[config.mk]
export PLATFORM = sky130hd
export DESIGN_NAME = lbp_window
export DESIGN_NICKNAME = d
export VERILOG_FILES = /design/src/rtl/core/lbp_pkg.sv /design/src/rtl/core/lbp_window.sv
export SDC_FILE = /design/constraint.sdc
export NUM_CORES = 1
export LEC_CHECK = 0
export ABC_AREA = 1
export BUFFER_PORTS_ARGS = -buffer_cell sky130_fd_sc_hd__buf_2
export CAP_MARGIN = 40
export CELL_PAD_IN_SITES_DETAIL_PLACEMENT = 1
export CELL_PAD_IN_SITES_GLOBAL_PLACEMENT = 2
export CORE_AREA = 2 2 111 102
export CTS_CLUSTER_DIAMETER = 100
export DETAILED_ROUTE_END_ITERATION = 8
export DIE_AREA = 0 0 113 104
export PLACE_DENSITY_LB_ADDON = 0.1
export SETUP_SLACK_MARGIN = 0.3
export SLEW_MARGIN = 20
export SYNTH_ARGS = -nofsm -noshare
export SYNTH_HDL_FRONTEND = slang
export SYNTH_SLANG_ARGS = --single-unit
[constraint.sdc]
create_clock -name clk -period 1.5 [get_ports clk]
set_input_delay 0.3 -clock clk [delete_from_list [all_inputs] [get_ports clk]]
set_output_delay 0.3 -clock clk [all_outputs]
set_load 0.02 [all_outputs]
[src/rtl/core/lbp_pkg.sv]
// Shared constants, types and functions of the 3x3 local binary pattern block.
`default_nettype none
package lbp_pkg;

	localparam int MAX_WIDTH  = 1024;
	localparam int MAX_HEIGHT = 1024;

	localparam int PIX_W   = 8;
	localparam int DIM_W   = 11;
	localparam int COL_W   = $clog2(MAX_WIDTH);
	localparam int ROW_W   = $clog2(MAX_HEIGHT);
	localparam int CODE_W  = 8;
	localparam int CRD_W   = 10;
	localparam int CFG_IDX_W = 2;
	localparam int OUT_DATA_W = 32;

	localparam logic [CFG_IDX_W-1:0] REG_FRAME_WIDTH  = 2'd0;
	localparam logic [CFG_IDX_W-1:0] REG_FRAME_HEIGHT = 2'd1;

	localparam logic [DIM_W-1:0] DIM_MIN          = 11'd3;
	localparam logic [DIM_W-1:0] WIDTH_MAX_DIM    = DIM_W'(MAX_WIDTH);
	localparam logic [DIM_W-1:0] HEIGHT_MAX_DIM   = DIM_W'(MAX_HEIGHT);
	localparam logic [DIM_W-1:0] WIDTH_RESET      = 11'd640;
	localparam logic [DIM_W-1:0] HEIGHT_RESET     = 11'd480;

	// Position of one pixel in the frame plus its end-of-row/frame flags.
	typedef struct packed {
		logic [ROW_W-1:0] row;
		logic [COL_W-1:0] col;
		logic             last_col;
		logic             last_row;
	} pos_t;

	function automatic logic [DIM_W-1:0] clamp_dim(input logic [DIM_W-1:0] v,
			input logic [DIM_W-1:0] maxv);
		logic [DIM_W-1:0] r;
		if (v < DIM_MIN) begin
			r = DIM_MIN;
		end else if (v > maxv) begin
			r = maxv;
		end else begin
			r = v;
		end
		return r;
	endfunction

	// Bit 0 is top-left, then clockwise round to bit 7 on the left.
	function automatic logic [CODE_W-1:0] lbp_code(
			input logic [PIX_W-1:0] tl, input logic [PIX_W-1:0] t,
			input logic [PIX_W-1:0] tr, input logic [PIX_W-1:0] r,
			input logic [PIX_W-1:0] br, input logic [PIX_W-1:0] b,
			input logic [PIX_W-1:0] bl, input logic [PIX_W-1:0] l,
			input logic [PIX_W-1:0] c);
		logic [CODE_W-1:0] code;
		code[0] = (tl >= c);
		code[1] = (t  >= c);
		code[2] = (tr >= c);
		code[3] = (r  >= c);
		code[4] = (br >= c);
		code[5] = (b  >= c);
		code[6] = (bl >= c);
		code[7] = (l  >= c);
		return code;
	endfunction

endpackage
`default_nettype wire

[src/rtl/core/lbp_window.sv]
// Two trailing window columns and the combinational pattern code.
`default_nettype none
module lbp_window (
	input  wire logic                       clk,
	input  wire logic                       arst_n,
	input  wire logic                       shift,
	input  wire logic [lbp_pkg::PIX_W-1:0]  top,
	input  wire logic [lbp_pkg::PIX_W-1:0]  mid,
	input  wire logic [lbp_pkg::PIX_W-1:0]  bot,
	output logic      [lbp_pkg::CODE_W-1:0] code
);
	import lbp_pkg::*;

	// Entries 0..2: column c-2 top/mid/bottom; 3..5: column c-1.
	logic [PIX_W-1:0] win_q [6];

	assign code = lbp_code(win_q[0], win_q[3], top, mid, bot, win_q[5],
		win_q[2], win_q[1], win_q[4]);

	always_ff @(posedge clk or negedge arst_n) begin
		if (!arst_n) begin
			for (int i = 0; i < 6; i++) begin
				win_q[i] <= '0;
			end
		end else if (shift) begin
			win_q[0] <= win_q[3];
			win_q[1] <= win_q[4];
			win_q[2] <= win_q[5];
			win_q[3] <= top;
			win_q[4] <= mid;
			win_q[5] <= bot;
		end
	end

endmodule
`default_nettype wire

==> reports/metrics.yaml <==
global_route:
  grt_start_max_net_pins: 45
  grt_pass1_wl_um: 14030
  grt_usage: 0.1460
  antenna_found_initial: 0
  grt_pass1_vias: 3030
  grt_overflow: 0
clock_tree:
  numCtsBuffers: 5
  cts_root_buffer: "clkbuf_16"
  clock_latency_ps: 290
  clkSinkCount: 48
  cts_tree: "yes"
  clk_pin_slew_ps: 70
  cts.path.max_buffers: 2
  h-tree-depth: 2
layout:
  fill_cells: 1257
  final_nets: 559
  finalNonFillerCells: 602
  fin_area_um2: 4343
  fin_util: 0.4085
  largest_registers: "win_q x48"
  largest_register_ffs: 48
  drive_gt1_frac: 0.2878
  final_common_cell: "nand2_1"
  syn_to_final_growth_pct: 30.59
  final_cell_mix: "nand2_1 (86), inv_1 (51), ha_1 (50)"
  regArea_um2: 1202
  largest_register: "win_q"
  diodes: 0
  multi_input_area_um2: 2069
outcome:
  status: "complete, but fails checks"
  violations: "setup timing"
placement:
  dp_cells: 586
  port-buffer-count: 34
  gp_congestion: 0.7259
  dp_slack_ps: -229.7
  hpwl_um: 6029
  placed_area_um2: 3864
timing:
  fin_crit_sh: 1.312
  slew_headroom: 0.7157
  finClkSkew_ps: 3.994
  finalMaxSlewViolations: 0
  setup_viol: 8
  rsz0062_at_grt: "yes"
  fmax_mhz: 508.2
  fin_tns_setup_ps: -3508
  finalHoldViolations: 0
  whs_ps: 240.5
  tightestPinTransition_ps: 426.4
  period_minus_slack_ps: 1968
  setup_ws_ps: -467.7
logic_synthesis:
  ys_seq_elements: 48
  syn_avg_cell_area_um2: 8.171
  netlist_instances: 407
  mappedNetlistArea_um2: 3326
  yosys_warnings: 0
  synth_nets: 498
  seq_area_frac_synth: 0.3612
  synth_cell_types: 15
job:
  maxCapViolCount: 0
drt:
  drt_iter0_drc: 40
  viasPerCell: 4.618
  remaining_drc_errors: 0
  ant_nets: 0
  vias: 2780
  first_pass_iters: 4
  routedWlPerCell_um: 13.17
  wirelength_um: 7929
worst_hold_path:
  whs_endpoint: "win_q[11]"
  worstHoldStart: "mid[3]"
  holdPathStages: 3
  worstHoldPathType: "in -> reg"
worst_setup_path:
  cp.required_ps: 1200
  worstReg2RegEnd: "win_q[32]"
  critPathArrivalTime_ps: 1670
  r2r_cells: 5
  ff2ff_setup_slack_ps: 420
  path_max_fanout: 6
  cp-start-kind: "flop"
  critPathCaptureType: "output port"
  path_class: "reg -> out"
  rr_startpoint: "win_q[8]"
floorplanning:
  die_h_um: 104
  die_x_um: 113
  dieArea_um2: 11750
  coreArea_um2: 10630
  ios: 35
  start_util: 0.3129
  num_rows: 36
pwr:
  power.leakage_nw: 2.207
  vdd_drop_max_mv: 0.4054
  p_per_area_nw_per_um2: 945.3
  power.total_mw: 4.105
==> Yosys cell counts (all sizes together) <==
cell type,number,area share
a21oi,38,0.071
dfrtp,48,0.36
o21a,7,0.016
nand2,104,0.12
ha,64,0.24
buf,9,0.025
nand3,8,0.012
clkbuf,2,0.0023
a21o,1,0.0023
nor2,39,0.044
inv,60,0.068
nand4,1,0.0019
o21ai,26,0.039
==> final cells by class <==
type | instances | area share
Sequential cell | 48 | 0.2769
Tap cell | 133 | 0.03832
Inverter | 60 | 0.05532
Clock buffer | 8 | 0.03371
Timing Repair Buffer | 65 | 0.1193
Multi-Input combinational cell | 288 | 0.4765
==> per-layer routing <==
metal / part of all wire / track usage / wire (µm)
met1: 0.48 / 0.1857 / 3783
met2: 0.49 / 0.2596 / 3884
met3: 0.025 / 0.02331 / 197
met4: 0.0081 / 0.03136 / 64
met5: 0 / 0 / 0
==> worst max-delay path, cell delays in order, from the launching register on <==
cell and delay [ps]:
dfrtp_1 390, clkinv_4 120, buf_8 160, ha_4 240, nand2_2 50, inv_2 30
nor2_2 80, o21a_1 130, nand2_2 50, buf_6 120
==> worst max path at each step <==
stage / start / end / slack, ps / cells past startpoint
global route: win_q[15] / code[5] / -570 / 9
global placement: win_q[9] / code[3] / -200 / 9
finish: win_q[15] / code[5] / -470 / 9
floorplan: win_q[15] / code[6] / 90 / 7
CTS: win_q[8] / code[7] / -490 / 9
detailed placement: win_q[9] / code[3] / -230 / 9
==> power breakdown <==
part	internal (mW)	switching (mW)	leakage, nW
sequential	1.43	0.0835	0.566
clock	0.668	0.503	0.0712
combinational	0.648	0.777	1.57
total	2.74	1.36	2.21
==> cells by family (layout without fill, tap and decap cells) <==
| group | after synthesis | after routing | synth area share |
|---|---|---|---|
| AO/OA/AOI/OAI | 72 | 72 | 0.1279 |
| adder cells (fa/ha/maj) | 64 | 64 | 0.2408 |
| buffers and inverters | 71 | 133 | 0.09481 |
| flip-flops | 48 | 48 | 0.3612 |
| AND/OR/NAND/NOR | 152 | 152 | 0.1753 |
==> timing repair <==
item,4_1_cts,5_1_grt
hold buffers,1,0
hold endpoints to repair,15,0
setup endpoints to repair,8,8
resized for setup,13,48
setup buffers,3,4
pin swaps,5,15
Note: power is estimated with default switching activity, not from simulation.
