--- config.mk ---
export PLATFORM = sky130hd
export DESIGN_NAME = lbp_pos_ctrl
export DESIGN_NICKNAME = d
export VERILOG_FILES = /design/src/rtl/core/lbp_pkg.sv /design/src/rtl/core/lbp_pos_ctrl.sv
export SDC_FILE = /design/constraint.sdc
export NUM_CORES = 1
export LEC_CHECK = 0
export ABC_AREA = 1
export BUFFER_PORTS_ARGS = -buffer_cell sky130_fd_sc_hd__buf_2
export CORE_AREA = 3 3 76 78
export CTS_CLUSTER_DIAMETER = 150
export CTS_CLUSTER_SIZE = 40
export DETAILED_ROUTE_END_ITERATION = 12
export DIE_AREA = 0 0 79 81
export GPL_TIMING_DRIVEN = 0
export PLACE_DENSITY = 0.78
export SETUP_SLACK_MARGIN = 0.2
export SYNTH_ARGS = -nofsm -noshare
export SYNTH_HDL_FRONTEND = slang
export SYNTH_SLANG_ARGS = --single-unit
--- constraint.sdc ---
create_clock -name clk -period 2.6 [get_ports clk]
set_input_delay 0.52 -clock clk [delete_from_list [all_inputs] [get_ports clk]]
set_output_delay 0.52 -clock clk [all_outputs]
set_load 0.01 [all_outputs]
--- src/rtl/core/lbp_pkg.sv ---
// Shared constants, types and functions of the 3x3 local binary pattern block.
`default_nettype none
package lbp_pkg;

	localparam int MAX_WIDTH  = 1024;
	localparam int MAX_HEIGHT = 1024;

	localparam int PIX_W   = 8;
	localparam int DIM_W   = 11;
	localparam int COL_W   = $clog2(MAX_WIDTH);
	localparam int ROW_W   = $clog2(MAX_HEIGHT);
	localparam int CODE_W  = 8;
	localparam int CRD_W   = 10;
	localparam int CFG_IDX_W = 2;
	localparam int OUT_DATA_W = 32;

	localparam logic [CFG_IDX_W-1:0] REG_FRAME_WIDTH  = 2'd0;
	localparam logic [CFG_IDX_W-1:0] REG_FRAME_HEIGHT = 2'd1;

	localparam logic [DIM_W-1:0] DIM_MIN          = 11'd3;
	localparam logic [DIM_W-1:0] WIDTH_MAX_DIM    = DIM_W'(MAX_WIDTH);
	localparam logic [DIM_W-1:0] HEIGHT_MAX_DIM   = DIM_W'(MAX_HEIGHT);
	localparam logic [DIM_W-1:0] WIDTH_RESET      = 11'd640;
	localparam logic [DIM_W-1:0] HEIGHT_RESET     = 11'd480;

	// Position of one pixel in the frame plus its end-of-row/frame flags.
	typedef struct packed {
		logic [ROW_W-1:0] row;
		logic [COL_W-1:0] col;
		logic             last_col;
		logic             last_row;
	} pos_t;

	function automatic logic [DIM_W-1:0] clamp_dim(input logic [DIM_W-1:0] v,
			input logic [DIM_W-1:0] maxv);
		logic [DIM_W-1:0] r;
		if (v < DIM_MIN) begin
			r = DIM_MIN;
		end else if (v > maxv) begin
			r = maxv;
		end else begin
			r = v;
		end
		return r;
	endfunction

	// Bit 0 is top-left, then clockwise round to bit 7 on the left.
	function automatic logic [CODE_W-1:0] lbp_code(
			input logic [PIX_W-1:0] tl, input logic [PIX_W-1:0] t,
			input logic [PIX_W-1:0] tr, input logic [PIX_W-1:0] r,
			input logic [PIX_W-1:0] br, input logic [PIX_W-1:0] b,
			input logic [PIX_W-1:0] bl, input logic [PIX_W-1:0] l,
			input logic [PIX_W-1:0] c);
		logic [CODE_W-1:0] code;
		code[0] = (tl >= c);
		code[1] = (t  >= c);
		code[2] = (tr >= c);
		code[3] = (r  >= c);
		code[4] = (br >= c);
		code[5] = (b  >= c);
		code[6] = (bl >= c);
		code[7] = (l  >= c);
		return code;
	endfunction

endpackage
`default_nettype wire

--- src/rtl/core/lbp_pos_ctrl.sv ---
// Frame size registers and the raster position counters.
`default_nettype none
module lbp_pos_ctrl (
	input  wire logic                          clk,
	input  wire logic                          arst_n,
	input  wire logic                          cfg_we,
	input  wire logic [lbp_pkg::CFG_IDX_W-1:0] cfg_index,
	input  wire logic [lbp_pkg::DIM_W-1:0]     cfg_data,
	input  wire logic                          step,
	output lbp_pkg::pos_t                      cur
);
	import lbp_pkg::*;

	logic [DIM_W-1:0] frame_width_q;
	logic [DIM_W-1:0] frame_height_q;
	logic [ROW_W-1:0] row_q;
	logic [COL_W-1:0] col_q;
	logic [DIM_W-1:0] width_eff;
	logic [DIM_W-1:0] height_eff;
	logic             restart;

	assign width_eff  = clamp_dim(frame_width_q, WIDTH_MAX_DIM);
	assign height_eff = clamp_dim(frame_height_q, HEIGHT_MAX_DIM);
	assign restart    = cfg_we && (cfg_index == REG_FRAME_WIDTH ||
		cfg_index == REG_FRAME_HEIGHT);

	always_comb begin
		cur.row      = row_q;
		cur.col      = col_q;
		cur.last_col = (DIM_W'(col_q) + 11'd1) >= width_eff;
		cur.last_row = (DIM_W'(row_q) + 11'd1) >= height_eff;
	end

	always_ff @(posedge clk or negedge arst_n) begin
		if (!arst_n) begin
			frame_width_q  <= WIDTH_RESET;
			frame_height_q <= HEIGHT_RESET;
			row_q          <= '0;
			col_q          <= '0;
		end else if (restart) begin
			// A write to the width or height register starts a fresh frame.
			if (cfg_index == REG_FRAME_WIDTH) begin
				frame_width_q <= cfg_data;
			end else begin
				frame_height_q <= cfg_data;
			end
			row_q <= '0;
			col_q <= '0;
		end else if (step) begin
			if (cur.last_col) begin
				col_q <= '0;
				row_q <= cur.last_row ? '0 : row_q + 1'b1;
			end else begin
				col_q <= col_q + 1'b1;
			end
		end
	end

endmodule
`default_nettype wire

==> results.sh <==
export IMPL_syn_area_um2=2935
export IMPL_dieWidth_um=79
export IMPL_worstPathArrival_ns=2.66
export IMPL_violations="negative setup slack"
export IMPL_dp_slack_ns=-0.2516
export IMPL_syn_inst=406
export IMPL_syn2layout_area_growth_pct=37.04
export IMPL_syn_avg_cell_area_um2=7.230
export IMPL_diodes=0
export IMPL_htree_levels=2
export IMPL_core_um2=5140
export IMPL_hold_slack_ns=0.3466
export IMPL_grt_max_degree=43
export IMPL_cts_buffer_depth=2
export IMPL_worstMarginPinSlew_ns=0.9348
export IMPL_cts_buffers_inserted=5
export IMPL_setup_viol=22
export IMPL_seq_area_um2=1061
export IMPL_io_pins=39
export IMPL_finalMaxSlewViolations=0
export IMPL_num_vias=3086
export IMPL_grt_usage=0.2554
export IMPL_start_util=0.5711
export IMPL_fmax_mhz=314.9
export IMPL_tritoncts="done"
export IMPL_fill_cells=338
export IMPL_final_common_cell="nand2_1"
export IMPL_endpoint_kind="primary output"
export IMPL_cp_required_ns=2.08
export IMPL_cp_max_fo=4
export IMPL_critPathKind="reg2out"
export IMPL_synth_distinct_cells=38
export IMPL_seq_area_frac_synth=0.3606
export IMPL_antenna_found_initial=0
export IMPL_max_slew_margin=0.3768
export IMPL_clock_skew_ns=0.008467
export IMPL_status="complete, but fails checks"
export IMPL_wl_mm=9.137
export IMPL_multi_input_comb_area_um2=1987
export IMPL_first_iter_violations=280
export IMPL_rsz0062_at_grt="yes"
export IMPL_grt_pass1_wl_mm=12.90
export IMPL_yosysWarnings=0
export IMPL_worst_slack_ns=-0.5753
export IMPL_hpwl_mm=4.845
export IMPL_dpl_instance_area_um2=3252
export IMPL_timing_final_crit_share=1.221
export IMPL_via_per_inst=5.550
export IMPL_synth_seq_cells=42
export IMPL_insertion_delay_ns=0.31
export IMPL_crit_path_start_kind="register"
export IMPL_rows=26
export IMPL_period_minus_slack_ns=3.175
export IMPL_power_density_nw_per_um2=760.8
export IMPL_avgRoutedWirePerCell_um=16.43
export IMPL_irDropWorstVdd_mv=0.4159
export IMPL_drtAntennaViolNets=0
export IMPL_utilization=0.7826
export IMPL_cts_sinks=42
export IMPL_root_buffer="clkbuf_8"
export IMPL_worstHoldPathType="in2async"
export IMPL_drv_cap=0
export IMPL_die_area_um2=6399
export IMPL_drc_errors=0
export IMPL_firstDrtPassIters=5
export IMPL_hold_viol_final=0
export IMPL_grt_overflow_total=0
export IMPL_gp_congestion=0.9093
export IMPL_cts_clk_slew_worst_paths_ns=0.09
export IMPL_portBuffers=38
export IMPL_syn_num_nets=447
export IMPL_die_h_um=81
export IMPL_grt_pass1_vias=2870
export IMPL_final_layout_size_suffix_gt1_frac=0.3765
export IMPL_finalPower_mw=3.060
export IMPL_layout_common_cells="nand2_1 (119), inv_1 (58), buf_2 (38)"
export IMPL_fin_area_um2=4023
export IMPL_p_leak_nw=2.158
export IMPL_fin_nets=526
## metal layers
| layer | vias to the layer above | GRT usage | wire [um] |
|---|---|---|---|
| met3 | 44 | 0.03880 | 677 |
| met4 | 0 | 0.09794 | 393 |
| met1 | 1428 | 0.3205 | 3484 |
| met2 | 198 | 0.4444 | 4582 |
| li1 | 1416 | - | - |
| met5 | - | 0 | 0 |
## cells by family (layout without fill, tap and decap cells)
| group | Yosys count | in the layout | synth area share |
|---|---|---|---|
| flip-flops | 42 | 42 | 0.3606 |
| AND/OR/NAND/NOR | 213 | 213 | 0.3116 |
| AO/OA/AOI/OAI | 44 | 44 | 0.09676 |
| buffers and inverters | 73 | 153 | 0.09633 |
| adder cells (fa/ha/maj) | 24 | 24 | 0.1023 |
| XOR/XNOR | 10 | 10 | 0.03240 |
## cells in the mapped netlist
master | count | area [um^2]
nand2_1 | 145 | 544.3
inv_1 | 65 | 244.0
dfrtp_1 | 36 | 900.9
nor2_1 | 34 | 127.6
o21ai_0 | 25 | 125.1
ha_1 | 24 | 300.3
xor2_1 | 7 | 61.31
dfstp_2 | 6 | 157.7
nand3_1 | 6 | 30.03
a21oi_1 | 5 | 25.02
nand4_1 | 5 | 31.28
nand2_2 | 4 | 25.02
nor2_2 | 4 | 25.02
clkbuf_1 | 3 | 11.26
inv_2 | 3 | 11.26
nor2_4 | 3 | 33.78
nor3_1 | 3 | 15.01
o22ai_1 | 3 | 18.77
a21boi_0 | 2 | 15.01
nand2_4 | 2 | 22.52
nand3_2 | 2 | 20.02
nor3b_1 | 2 | 15.01
xnor2_1 | 2 | 17.52
a21o_1 | 1 | 7.510
a21oi_2 | 1 | 8.760
a31o_2 | 1 | 8.760
buf_2 | 1 | 5.000
buf_6 | 1 | 11.26
nor3_2 | 1 | 10.01
nor4_1 | 1 | 6.260
o2111ai_1 | 1 | 8.760
o21ai_1 | 1 | 5.000
o21bai_1 | 1 | 7.510
o21bai_4 | 1 | 18.77
o31ai_1 | 1 | 7.510
o41ai_4 | 1 | 27.53
or2_4 | 1 | 8.760
xor2_2 | 1 | 16.27
## flip-flops by register name (all words and copies together), names as in the netlist
name            flops
col_q              10
frame_height_q     11
frame_width_q      11
row_q              10
## stage by stage
step | TNS, ns | instances
after floorplan | 0 | 406
after global placement | -0.2452 | 514
after detailed placement | -0.4570 | 514
after CTS | -1.171 | 543
after global routing | -8.597 | 556
final | -5.622 | 556
## worst max-delay path: stages (launching register included)
cell	delay (ns)
dfrtp_2	0.42
buf_4	0.13
inv_1	0.04
nor2_2	0.16
nand3_1	0.14
xor2_1	0.27
inv_1	0.10
ha_1	0.33
nand2_2	0.07
nor2_2	0.15
a21boi_2	0.23
nor2_2	0.07
nand2_1	0.08
buf_2	0.13
## path summary, 6_finish.rpt
path | startpoint | slack [ns] | to | depth (start not counted)
setup / recovery | row_q[0]$_DFFE_PN0P_ | -0.58 | cur[0] | 13
hold / removal | arst_n | 0.35 | row_q[4]$_DFFE_PN0P_ | 1
setup reg to reg | row_q[0]$_DFFE_PN0P_ | -0.46 | row_q[9]$_DFFE_PN0P_ | 19
hold reg to reg | frame_height_q[10]$_DFFE_PN0P_ | 0.51 | frame_height_q[10]$_DFFE_PN0P_ | 2
max in group asynchronous | arst_n | 1.61 | col_q[5]$_DFFE_PN0P_ | 1
min in group clk | cfg_data[5] | 0.47 | frame_height_q[5]$_DFFE_PN1P_ | 3
## what timing repair did
| action | 4_1_cts | 5_1_grt |
|---|---|---|
| gates resized for setup | 39 | 55 |
| endpoints found under the setup margin | 22 | 22 |
| pin swaps | 24 | 26 |
| hold buffers | 0 | 0 |
| setup buffers | 21 | 13 |
## power breakdown
| group | switching (mW) | total (mW) | internal (mW) |
|---|---|---|---|
| Sequential | 0.147 | 0.926 | 0.779 |
| Combinational | 0.902 | 1.63 | 0.724 |
| Clock | 0.240 | 0.508 | 0.268 |
## cell type report
cell class,count,area share
multi-input cells,291,0.4939
flip-flops and latches,42,0.2638
repair buffers,72,0.1216
plain buffers,5,0.006843
inverters,68,0.06470
well taps,70,0.02177
clock buffers,8,0.02737
Power figures use the tool's default switching activity.
